File: config.mk
export PLATFORM = sky130hd
export DESIGN_NAME = detection_anchor_decode_top_flat
export DESIGN_NICKNAME = d
export VERILOG_FILES = /design/src/sv/dad_pkg.sv /design/src/sv/dad_if.sv /design/src/sv/detection_anchor_decode_top.sv /design/src/flat_wrapper.sv
export SDC_FILE = /design/constraint.sdc
export NUM_CORES = 2
export LEC_CHECK = 0
export ABC_AREA = 1
export BUFFER_PORTS_ARGS = -buffer_cell sky130_fd_sc_hd__buf_2
export CELL_PAD_IN_SITES_DETAIL_PLACEMENT = 1
export CELL_PAD_IN_SITES_GLOBAL_PLACEMENT = 1
export CORE_MARGIN = 8
export CORE_UTILIZATION = 55
export CTS_CLUSTER_SIZE = 40
export DETAILED_ROUTE_END_ITERATION = 6
export PLACE_DENSITY = 0.86
export SLEW_MARGIN = 30
export SYNTH_ARGS = -nofsm -noshare
export SYNTH_HDL_FRONTEND = slang
export SYNTH_SLANG_ARGS = --single-unit
File: constraint.sdc
create_clock -name clk -period 45.1 [get_ports clk]
set_input_delay 9.02 -clock clk [delete_from_list [all_inputs] [get_ports clk]]
set_output_delay 9.02 -clock clk [all_outputs]
set_load 0.01 [all_outputs]
File: src/sv/dad_pkg.sv
`timescale 1ns / 1ps

package dad_pkg;

  localparam int MaxFrameDim = 4096;
  localparam int KeptClasses = 6;
  localparam int ScoreFields = 6;

  localparam int CoordW  = 16;
  localparam int SizeW   = 15;
  localparam int ScoreW  = 16;
  localparam int PadW    = 11;
  localparam int InvW    = 20;
  localparam int DimW    = 13;
  localparam int EdgeW   = 12;
  localparam int ClassW  = 3;
  localparam int CfgIdxW = 3;
  localparam int CfgDataW = 20;

  localparam int NumW     = 19;
  localparam int ProdW    = NumW + InvW + 1;
  localparam int FracBits = 21;
  localparam int QuotW    = ProdW - FracBits;
  localparam int LimW     = $clog2(MaxFrameDim);
  localparam int WinW     = $clog2(ScoreFields);

  localparam logic [ScoreW-1:0] ConfThresholdRst = 16'd26214;
  localparam logic [PadW-1:0]   PadLeftRst       = 11'd0;
  localparam logic [PadW-1:0]   PadTopRst        = 11'd140;
  localparam logic [InvW-1:0]   InvScaleRst      = 20'd196608;
  localparam logic [DimW-1:0]   FrameWidthRst    = 13'd1920;
  localparam logic [DimW-1:0]   FrameHeightRst   = 13'd1080;

  typedef enum logic [CfgIdxW-1:0] {
    REG_CONF_THRESHOLD = 3'd0,
    REG_PAD_LEFT       = 3'd1,
    REG_PAD_TOP        = 3'd2,
    REG_INV_SCALE      = 3'd3,
    REG_FRAME_WIDTH    = 3'd4,
    REG_FRAME_HEIGHT   = 3'd5
  } cfg_reg_t;

  typedef enum logic [ClassW-1:0] {
    CLS_PERSON     = 3'd0,
    CLS_BICYCLE    = 3'd1,
    CLS_CAR        = 3'd2,
    CLS_MOTORCYCLE = 3'd3,
    CLS_BUS        = 3'd5,
    CLS_TRUCK      = 3'd7
  } class_code_t;

  typedef logic [ScoreFields-1:0][ScoreW-1:0] score_arr_t;

  function automatic logic [ClassW-1:0] slot_class(input logic [WinW-1:0] idx);
    logic [ClassW-1:0] id;
    case (idx)
      WinW'(0): id = CLS_PERSON;
      WinW'(1): id = CLS_BICYCLE;
      WinW'(2): id = CLS_CAR;
      WinW'(3): id = CLS_MOTORCYCLE;
      WinW'(4): id = CLS_BUS;
      WinW'(5): id = CLS_TRUCK;
      default:  id = CLS_PERSON;
    endcase
    return id;
  endfunction

  function automatic logic [LimW-1:0] dim_limit(input logic [DimW-1:0] dim);
    logic [LimW-1:0] lim;
    if (dim == '0) begin
      lim = '0;
    end else if (int'(dim) > MaxFrameDim) begin
      lim = LimW'(MaxFrameDim - 1);
    end else begin
      lim = LimW'(dim - DimW'(1));
    end
    return lim;
  endfunction

endpackage

File: src/sv/dad_if.sv
`timescale 1ns / 1ps

interface dad_in_if;
  logic                                  valid;
  logic                                  ready;
  logic signed [dad_pkg::CoordW-1:0]     centre_x;
  logic signed [dad_pkg::CoordW-1:0]     centre_y;
  logic        [dad_pkg::SizeW-1:0]      box_width;
  logic        [dad_pkg::SizeW-1:0]      box_height;
  logic        [dad_pkg::ScoreW-1:0]     score_person;
  logic        [dad_pkg::ScoreW-1:0]     score_bicycle;
  logic        [dad_pkg::ScoreW-1:0]     score_car;
  logic        [dad_pkg::ScoreW-1:0]     score_motorcycle;
  logic        [dad_pkg::ScoreW-1:0]     score_bus;
  logic        [dad_pkg::ScoreW-1:0]     score_truck;

  modport source (
    output valid, centre_x, centre_y, box_width, box_height, score_person,
           score_bicycle, score_car, score_motorcycle, score_bus, score_truck,
    input  ready
  );
  modport sink (
    input  valid, centre_x, centre_y, box_width, box_height, score_person,
           score_bicycle, score_car, score_motorcycle, score_bus, score_truck,
    output ready
  );
endinterface

interface dad_out_if;
  logic                          valid;
  logic                          ready;
  logic [dad_pkg::EdgeW-1:0]     left;
  logic [dad_pkg::EdgeW-1:0]     top;
  logic [dad_pkg::EdgeW-1:0]     right;
  logic [dad_pkg::EdgeW-1:0]     bottom;
  logic [dad_pkg::ClassW-1:0]    class_code;
  logic [dad_pkg::ScoreW-1:0]    win_score;

  modport source (
    output valid, left, top, right, bottom, class_code, win_score,
    input  ready
  );
  modport sink (
    input  valid, left, top, right, bottom, class_code, win_score,
    output ready
  );
endinterface

File: src/sv/detection_anchor_decode_top.sv
`timescale 1ns / 1ps

// Decodes one detector anchor per cycle, unless in_chan.ready is low, into a
// frame-space box. An item passes an input register, a stage that picks the
// best class score and forms the four pad-corrected edge numerators, a stage
// with the four 19x21 bit multipliers against inv_scale, and a clamp stage
// feeding the output register. Anchors with no nonzero score or a best score
// below conf_threshold leave no result and only a bubble. in_chan.ready drops
// only when all four stages hold items and the output is stalled. The user
// must write configuration through cfg_we, cfg_index and cfg_wdata only
// while no item is in flight; the block itself does not enforce it.
// Unknown indexes are ignored.

module detection_anchor_decode_top (
  input  logic                          clk,
  input  logic                          rst_n,
  dad_in_if.sink                        in_chan,
  dad_out_if.source                     out_chan,
  input  logic                          cfg_we,
  input  logic [dad_pkg::CfgIdxW-1:0]   cfg_index,
  input  logic [dad_pkg::CfgDataW-1:0]  cfg_wdata
);

  // configuration registers
  logic [dad_pkg::ScoreW-1:0] conf_threshold_r;
  logic [dad_pkg::PadW-1:0]   pad_left_r;
  logic [dad_pkg::PadW-1:0]   pad_top_r;
  logic [dad_pkg::InvW-1:0]   inv_scale_r;
  logic [dad_pkg::DimW-1:0]   frame_width_r;
  logic [dad_pkg::DimW-1:0]   frame_height_r;

  always_ff @(posedge clk) begin
    if (!rst_n) begin
      conf_threshold_r <= dad_pkg::ConfThresholdRst;
      pad_left_r       <= dad_pkg::PadLeftRst;
      pad_top_r        <= dad_pkg::PadTopRst;
      inv_scale_r      <= dad_pkg::InvScaleRst;
      frame_width_r    <= dad_pkg::FrameWidthRst;
      frame_height_r   <= dad_pkg::FrameHeightRst;
    end else if (cfg_we) begin
      case (dad_pkg::cfg_reg_t'(cfg_index))
        dad_pkg::REG_CONF_THRESHOLD: conf_threshold_r <= cfg_wdata[dad_pkg::ScoreW-1:0];
        dad_pkg::REG_PAD_LEFT:       pad_left_r       <= cfg_wdata[dad_pkg::PadW-1:0];
        dad_pkg::REG_PAD_TOP:        pad_top_r        <= cfg_wdata[dad_pkg::PadW-1:0];
        dad_pkg::REG_INV_SCALE:      inv_scale_r      <= cfg_wdata[dad_pkg::InvW-1:0];
        dad_pkg::REG_FRAME_WIDTH:    frame_width_r    <= cfg_wdata[dad_pkg::DimW-1:0];
        dad_pkg::REG_FRAME_HEIGHT:   frame_height_r   <= cfg_wdata[dad_pkg::DimW-1:0];
        default: ;
      endcase
    end
  end

  // stage enables
  logic v1_r, v2_r, v3_r, out_v_r;
  logic en1, en2, en3, en4;

  assign en4 = !out_v_r || out_chan.ready;
  assign en3 = !v3_r || en4;
  assign en2 = !v2_r || en3;
  assign en1 = !v1_r || en2;
  assign in_chan.ready = en1;

  // stage 1: input register
  logic signed [dad_pkg::CoordW-1:0] cx_r, cy_r;
  logic [dad_pkg::SizeW-1:0]         bw_r, bh_r;
  dad_pkg::score_arr_t               score_r;

  always_ff @(posedge clk) begin
    if (!rst_n) begin
      v1_r <= 1'b0;
    end else if (en1) begin
      v1_r <= in_chan.valid;
    end
  end

  always_ff @(posedge clk) begin
    if (en1) begin
      cx_r       <= in_chan.centre_x;
      cy_r       <= in_chan.centre_y;
      bw_r       <= in_chan.box_width;
      bh_r       <= in_chan.box_height;
      score_r[0] <= in_chan.score_person;
      score_r[1] <= in_chan.score_bicycle;
      score_r[2] <= in_chan.score_car;
      score_r[3] <= in_chan.score_motorcycle;
      score_r[4] <= in_chan.score_bus;
      score_r[5] <= in_chan.score_truck;
    end
  end

  // stage 2: class pick and edge numerators
  logic [dad_pkg::ScoreW-1:0] best;
  logic [dad_pkg::WinW-1:0]   win;
  logic                       found;
  logic                       keep;

  always_comb begin
    best  = '0;
    win   = '0;
    found = 1'b0;
    for (int i = 0; i < dad_pkg::ScoreFields; i++) begin
      if (i < dad_pkg::KeptClasses && score_r[i] > best) begin
        best  = score_r[i];
        win   = dad_pkg::WinW'(i);
        found = 1'b1;
      end
    end
    keep = found && (best >= conf_threshold_r);
  end

  logic signed [dad_pkg::NumW-1:0] cx2, cy2, bw_e, bh_e, px_e, py_e;
  assign cx2  = {{2{cx_r[dad_pkg::CoordW-1]}}, cx_r, 1'b0};
  assign cy2  = {{2{cy_r[dad_pkg::CoordW-1]}}, cy_r, 1'b0};
  assign bw_e = {4'b0, bw_r};
  assign bh_e = {4'b0, bh_r};
  assign px_e = {3'b0, pad_left_r, 5'b0};
  assign py_e = {3'b0, pad_top_r, 5'b0};

  logic signed [dad_pkg::NumW-1:0] num_l_r, num_t_r, num_rt_r, num_b_r;
  logic [dad_pkg::ClassW-1:0]      cls2_r, cls3_r;
  logic [dad_pkg::ScoreW-1:0]      best2_r, best3_r;

  always_ff @(posedge clk) begin
    if (!rst_n) begin
      v2_r <= 1'b0;
    end else if (en2) begin
      v2_r <= v1_r && keep;
    end
  end

  always_ff @(posedge clk) begin
    if (en2) begin
      num_l_r  <= cx2 - bw_e - px_e;
      num_t_r  <= cy2 - bh_e - py_e;
      num_rt_r <= cx2 + bw_e - px_e;
      num_b_r  <= cy2 + bh_e - py_e;
      cls2_r   <= dad_pkg::slot_class(win);
      best2_r  <= best;
    end
  end

  // stage 3: scale
  logic signed [dad_pkg::InvW:0]    inv_s;
  logic signed [dad_pkg::ProdW-1:0] prod_l_r, prod_t_r, prod_rt_r, prod_b_r;
  assign inv_s = $signed({1'b0, inv_scale_r});

  always_ff @(posedge clk) begin
    if (!rst_n) begin
      v3_r <= 1'b0;
    end else if (en3) begin
      v3_r <= v2_r;
    end
  end

  always_ff @(posedge clk) begin
    if (en3) begin
      prod_l_r  <= num_l_r * inv_s;
      prod_t_r  <= num_t_r * inv_s;
      prod_rt_r <= num_rt_r * inv_s;
      prod_b_r  <= num_b_r * inv_s;
      cls3_r    <= cls2_r;
      best3_r   <= best2_r;
    end
  end

  // stage 4: clamp into the output register
  logic [dad_pkg::LimW-1:0] lim_x, lim_y;
  assign lim_x = dad_pkg::dim_limit(frame_width_r);
  assign lim_y = dad_pkg::dim_limit(frame_height_r);

  function automatic logic [dad_pkg::EdgeW-1:0] clamp_edge(
    input logic signed [dad_pkg::ProdW-1:0] prod,
    input logic [dad_pkg::LimW-1:0]         lim
  );
    logic [dad_pkg::QuotW-1:0] q;
    logic [dad_pkg::QuotW-1:0] lim_e;
    logic [dad_pkg::QuotW-1:0] res;
    q     = prod[dad_pkg::ProdW-1:dad_pkg::FracBits];
    lim_e = dad_pkg::QuotW'(lim);
    if (prod[dad_pkg::ProdW-1] || prod == '0) begin
      res = '0;
    end else if (q > lim_e) begin
      res = lim_e;
    end else begin
      res = q;
    end
    return res[dad_pkg::EdgeW-1:0];
  endfunction

  logic [dad_pkg::EdgeW-1:0]  left_r, top_r, right_r, bottom_r;
  logic [dad_pkg::ClassW-1:0] cls_out_r;
  logic [dad_pkg::ScoreW-1:0] best_out_r;

  always_ff @(posedge clk) begin
    if (!rst_n) begin
      out_v_r <= 1'b0;
    end else if (en4) begin
      out_v_r <= v3_r;
    end
  end

  always_ff @(posedge clk) begin
    if (en4) begin
      left_r     <= clamp_edge(prod_l_r, lim_x);
      top_r      <= clamp_edge(prod_t_r, lim_y);
      right_r    <= clamp_edge(prod_rt_r, lim_x);
      bottom_r   <= clamp_edge(prod_b_r, lim_y);
      cls_out_r  <= cls3_r;
      best_out_r <= best3_r;
    end
  end

  assign out_chan.valid      = out_v_r;
  assign out_chan.left       = left_r;
  assign out_chan.top        = top_r;
  assign out_chan.right      = right_r;
  assign out_chan.bottom     = bottom_r;
  assign out_chan.class_code = cls_out_r;
  assign out_chan.win_score  = best_out_r;

endmodule

File: src/flat_wrapper.sv
// flat-port wrapper written by rule: the top's interface ports become plain ports
module detection_anchor_decode_top_flat 
  (clk, rst_n, cfg_we, cfg_index, cfg_wdata, in_chan_valid, in_chan_centre_x, in_chan_centre_y, in_chan_box_width, in_chan_box_height, in_chan_score_person, in_chan_score_bicycle, in_chan_score_car, in_chan_score_motorcycle, in_chan_score_bus, in_chan_score_truck, in_chan_ready, out_chan_valid, out_chan_left, out_chan_top, out_chan_right, out_chan_bottom, out_chan_class_code, out_chan_win_score, out_chan_ready);
  dad_in_if in_chan_i ();
  dad_out_if out_chan_i ();
  input  logic clk;
  input  logic rst_n;
  input  logic cfg_we;
  input  logic [dad_pkg::CfgIdxW-1:0] cfg_index;
  input  logic [dad_pkg::CfgDataW-1:0] cfg_wdata;
  input wire logic [$bits(in_chan_i.valid)-1:0] in_chan_valid;
  input wire logic [$bits(in_chan_i.centre_x)-1:0] in_chan_centre_x;
  input wire logic [$bits(in_chan_i.centre_y)-1:0] in_chan_centre_y;
  input wire logic [$bits(in_chan_i.box_width)-1:0] in_chan_box_width;
  input wire logic [$bits(in_chan_i.box_height)-1:0] in_chan_box_height;
  input wire logic [$bits(in_chan_i.score_person)-1:0] in_chan_score_person;
  input wire logic [$bits(in_chan_i.score_bicycle)-1:0] in_chan_score_bicycle;
  input wire logic [$bits(in_chan_i.score_car)-1:0] in_chan_score_car;
  input wire logic [$bits(in_chan_i.score_motorcycle)-1:0] in_chan_score_motorcycle;
  input wire logic [$bits(in_chan_i.score_bus)-1:0] in_chan_score_bus;
  input wire logic [$bits(in_chan_i.score_truck)-1:0] in_chan_score_truck;
  output wire logic [$bits(in_chan_i.ready)-1:0] in_chan_ready;
  output wire logic [$bits(out_chan_i.valid)-1:0] out_chan_valid;
  output wire logic [$bits(out_chan_i.left)-1:0] out_chan_left;
  output wire logic [$bits(out_chan_i.top)-1:0] out_chan_top;
  output wire logic [$bits(out_chan_i.right)-1:0] out_chan_right;
  output wire logic [$bits(out_chan_i.bottom)-1:0] out_chan_bottom;
  output wire logic [$bits(out_chan_i.class_code)-1:0] out_chan_class_code;
  output wire logic [$bits(out_chan_i.win_score)-1:0] out_chan_win_score;
  input wire logic [$bits(out_chan_i.ready)-1:0] out_chan_ready;
  assign in_chan_i.valid = in_chan_valid;
  assign in_chan_i.centre_x = in_chan_centre_x;
  assign in_chan_i.centre_y = in_chan_centre_y;
  assign in_chan_i.box_width = in_chan_box_width;
  assign in_chan_i.box_height = in_chan_box_height;
  assign in_chan_i.score_person = in_chan_score_person;
  assign in_chan_i.score_bicycle = in_chan_score_bicycle;
  assign in_chan_i.score_car = in_chan_score_car;
  assign in_chan_i.score_motorcycle = in_chan_score_motorcycle;
  assign in_chan_i.score_bus = in_chan_score_bus;
  assign in_chan_i.score_truck = in_chan_score_truck;
  assign in_chan_ready = in_chan_i.ready;
  assign out_chan_valid = out_chan_i.valid;
  assign out_chan_left = out_chan_i.left;
  assign out_chan_top = out_chan_i.top;
  assign out_chan_right = out_chan_i.right;
  assign out_chan_bottom = out_chan_i.bottom;
  assign out_chan_class_code = out_chan_i.class_code;
  assign out_chan_win_score = out_chan_i.win_score;
  assign out_chan_i.ready = out_chan_ready;
  detection_anchor_decode_top u_core (.clk(clk), .rst_n(rst_n), .in_chan(in_chan_i), .out_chan(out_chan_i), .cfg_we(cfg_we), .cfg_index(cfg_index), .cfg_wdata(cfg_wdata));
endmodule
Word level (Yosys, flattened, before mapping):

Index checks and enable logic that the tools add are counted.

* register bits after elaboration: 587
* input port bits: 186
* output and inout port bits: 69
* logic and storage cells: 128

* add/subtract/negate cells: 10
* multipliers: 4
* magnitude comparators: 13
* equal/unequal tests: 10
* multiplexer cells: 26
* reductions and logical operators: 27

Operators with widths (count)
* $logic_not A40 Y1: 4
* $mul A19 B21 Y40: 4
* $mux W12: 8
* $mux W16: 6
* $gt A16 B16 Y1: 5
* $gt A19 B12 Y1: 4
* $sub A19 B17 Y19: 4
* $add A17 B16 Y18: 2
* $sub A17 B16 Y18: 2
* $gt A13 B13 Y1 const B: 2
* $logic_not A13 Y1: 2
* $sub A12 B1 Y12 const B: 2
* $ge A16 B16 Y1: 1
* $gt A16 B1 Y1 const B: 1
* $pmux W3 S5: 1
* $eq A3 B2 Y1 const B: 4
* $eq A3 B3 Y1 const B: 4
* $reduce_and A2 Y1: 6
* $logic_or A1 B1 Y1: 8
* $mux W1: 7
* $eq A3 B1 Y1 const B: 2
* $mux W3: 2
* $logic_not A1 Y1: 4
* $mux W2: 2
* 2 further kinds: 3

Longest topological paths before layout:

* depth after elaboration: 15
* mapped depth: 82
* mapped depth without buffers: 78

Worst setup path before layout:

Ideal clock, no wire load.

* kind: input to output
* from: input out_chan_ready
* to: output in_chan_ready
* arrival time: 17690 ps
* data required time: 36080 ps
* path slack: 18390 ps
* stages: 6
* buffers on the path: 0
* cell sequence: nor2_1 > inv_1 > nor2_1 > inv_1 > nor2_1 > nand2_1

* longest elaborated chain between the ends: 4

Ends and longest elaborated chain
* from (decl): RTL line flat_wrapper.sv:30 `input wire logic [$bits(out_chan_i.ready)-1:0] out_chan_ready;`
* $logic_or A1 B1 Y1: RTL line detection_anchor_decode_top.sv:57 `assign en4 = !out_v_r || out_chan.ready;`
* named net u_core.en4: RTL line detection_anchor_decode_top.sv:55 `logic en1, en2, en3, en4;`
* $logic_or A1 B1 Y1: RTL line detection_anchor_decode_top.sv:58 `assign en3 = !v3_r || en4;`
* named net u_core.en3: RTL line detection_anchor_decode_top.sv:55
* $logic_or A1 B1 Y1: RTL line detection_anchor_decode_top.sv:59 `assign en2 = !v2_r || en3;`
* $logic_or A1 B1 Y1: RTL line detection_anchor_decode_top.sv:60 `assign en1 = !v1_r || en2;`
* to (decl): RTL line flat_wrapper.sv:22 `output wire logic [$bits(in_chan_i.ready)-1:0] in_chan_ready;`

The timed path passes the listed nets, and every way through them passes these cells.

Worst setup path in the final report:

Same ends and word-level chain as after synthesis.

==> summary.md <==
| Metric | Value |
|---|---|
| Initial antenna violation count | `16` |
| Largest net degree at the start of global routing | `111` |
| Setup crit end kind | `primary output` |
| Number of port buffers | `254` |
| Post-synthesis register bit count | `583` |
| Synthesized instance count | `8588` |
| Number of CTS-inserted buffers | `74` |
| Yosys warns | `0` |
| Clock Tree Buf Depth | `3` |
| Commonest cells after routing, fill and taps aside | `inv_1, nand2_1, fa_1, ha_1, edfxtp_1` |
| Hold/Removal Path Class | `reg2reg` |
| Number of synthesized flops with an enable pin | `495` |
| Residual DRC | `0` |
| VDD IR-drop max | `0.0958 mV` |
| Top post-synthesis cells by area | `fa_1, edfxtp_1, ha_1, inv_1, nand2_1` |
| Synth cell types | `50` |
| CP Max Fanout | `110` |
| Final setup fails | `0` |
| Layout cells sized above 1 | `0.0613` |
| Final Hold Vio Count | `0` |
| Vias after detailed routing | `60200` |
| Number of H-tree levels | `3` |
| Final HPWL DP | `185000 µm` |
| Number of max-cap violations | `0` |
| Yosys top cell area share | `0.316` |
| WL final | `242000 µm` |
| Post-cts hold buffer count | `0` |
| Resized cells post-CTS | `0` |
| Slew Limit Fails | `0` |
| First-pass iteration count of the detailed router | `5` |
| 1st-iter DRT viols | `3841` |
| Pwr/cell area | `79.3 mW/mm²` |
| Clk root buf | `clkbuf_16` |
| Fin crit share | `0.447` |
| Non-Filler Instances | `10600` |
| Crit path kind | `in2out` |
| Vias per inst | `5.67` |
| Dominant cell type by area after synthesis | `fa_1` |
| Fin nets | `11000` |
| Die width | `392 µm` |
| First-pass GRT wire length | `383000 µm` |
| Max incr delay on CP | `0.45 ns` |
| Vias in the first global route | `71100` |
| CTS tree | `built` |
| F_max | `49.6 MHz` |
| Ys async rst share | `0` |
| Most common cell on crit path | `nor2_1` |
| WP data arrival | `11.16 ns` |
| Dpl cell area | `0.0807 mm²` |
| Syn Nets | `10900` |
| Setup ws final | `24.92 ns` |
| Worst Clk Skew | `0.0295 ns` |
| RSZ-0062 raised after global routing | `false` |
| Post-route ant nets | `0` |
| TNS Setup | `0 ns` |
| GRT Resource Usage Total | `0.317` |
| Initial Util | `0.552` |
| Lkg Pwr | `44.8 nW` |
| Slew @ Worst Pin | `1.09 ns` |
| Die area | `0.154 mm²` |
| Routability Congestion | `0.891` |
| Seq/Total Area, Yosys | `0.214` |
| Clock latency on the worst-skew pair | `0.69 ns` |
| Sequence of cells on the critical path | `buf_2 > nor2_1 > clkinv_2 > nor2_1 > inv_8 > nor2_1 > nand2_4 > buf_2` |
| Status | `finished clean` |
| Top Ports | `255` |
| CTS clock-pin slew for the worst setup and hold paths | `0.06 ns` |
| Min Tclk post-route | `20.18 ns` |
| Startpoint Class | `primary input` |
| Normalized max-slew margin | `0.266` |
| GR Overflow Total | `0` |
| Pre-CTS setup slack | `24.87 ns` |
| Core region area | `0.141 mm²` |
| Final Util | `0.592` |
| Row count | `138` |
| Setup Buffers After CTS | `0` |
| Synthesized area | `0.0777 mm²` |
| Final Cell Area | `0.0833 mm²` |
| Synth Flop Type | `edfxtp_1` |
| Clock Sink Count | `583` |
| Commonest non-fill, non-tap cell in the layout | `inv_1` |
| Cells after DPL | `10500` |
| Die height | `392 µm` |
| Syn-to-layout area delta | `7.23%` |
| Mapped Avg Cell Area | `9.05 µm²` |
| Worst path slowest cell | `nand2_4` |
| Worst Path Required | `36.08 ns` |
| Post-DR wirelength/cell | `22.8 µm` |
## cells by family after synthesis
| logic type | Yosys count | share of synthesized area |
|---|---|---|
| buf+inv | 2534 | 0.123 |
| compound gates | 752 | 0.0546 |
| simple gates | 2344 | 0.120 |
| fa+ha+maj | 2129 | 0.461 |
| xor+xnor | 246 | 0.0277 |
| flops | 583 | 0.214 |
## where the power goes
part	switching, mW	internal (mW)
Combinational	2.97	1.89
Clock	0.274	0.349
Sequential	0.153	0.975
## through the flow
| step | total power [mW] | hold slack (ns) |
|---|---|---|
| 3_5_place_dp | 5.85 | 0.408 |
| 6_report | 6.61 | 0.421 |
| 5_1_grt | 7.24 | 0.426 |
| 2_1_floorplan | 4.44 | 0.400 |
| 3_3_place_gp | 5.41 | 0.402 |
| 4_1_cts | 6.59 | 0.421 |
## cells in the mapped netlist (all sizes together), types with 14 or more instances
master / count
clkbuf: 356
nor3: 14
dfxtp: 88
a211oi: 41
a21oi: 336
nand2: 1912
a31oi: 22
fa: 1228
ha: 901
edfxtp: 495
inv: 2170
o211ai: 22
a21o: 19
nand4: 45
nor4: 49
o21bai: 32
nor2: 187
o21ai: 253
xor2: 193
nand3: 118
xnor2: 53
## cell type report
class	count	area, µm²
Fill cell	16300	57600
Antenna cell	8	20.0
Inverter	2170	8160
Tap cell	1890	2360
Sequential cell	583	16700
Timing Repair Buffer	357	2100
Multi-Input combinational cell	5471	51600
Clock inverter	46	478
Clock buffer	89	1990
## flip-flops by register name, summed over array words and instances (netlist names), 16 cells and up
| register | count |
|---|---|
| u_core.num_rt_r | 19 |
| u_core.conf_threshold_r | 16 |
| u_core.score_r | 96 |
| u_core.prod_b_r | 40 |
| u_core.prod_rt_r | 40 |
| u_core.best3_r | 16 |
| u_core.best2_r | 16 |
| u_core.num_b_r | 19 |
| u_core.cx_r | 16 |
| u_core.inv_scale_r | 20 |
| u_core.num_l_r | 18 |
| u_core.prod_l_r | 39 |
| u_core.cy_r | 16 |
| u_core.num_t_r | 18 |
| u_core.out_chan.win_score | 16 |
| u_core.prod_t_r | 39 |
## layer usage
metal  up-vias  part of all wire  wire length (µm)  track usage
li1      26100                 -                 -            -
met3       959             0.065             15600       0.0564
met4        14             0.069             16800        0.199
met5         -           0.00038                91            0
met1     30800              0.36             86400        0.352
met2      2380              0.51            123000        0.563
## worst max-delay path: cells and delay by family
family	cells	cell delay, ns
buffers and inverters	4	0.79
and+or+nand+nor	4	1.31
## final timing paths
kind | start | end | slack [ns] | cells past startpoint
worst min-delay path | u_core.best3_r[0]$_DFFE_PP_ | u_core.out_chan.win_score[0]$_DFFE_PP_ | 0.42 | 0
worst max-delay path | out_chan_ready | in_chan_ready | 24.92 | 8
worst min register to register | u_core.best3_r[0]$_DFFE_PP_ | u_core.out_chan.win_score[0]$_DFFE_PP_ | 0.42 | 0
worst max register to register | u_core.score_r[31]$_DFFE_PP_ | u_core.v2_r$_SDFFE_PN0P_ | 32.71 | 64
(Power assumes the default switching activity.)
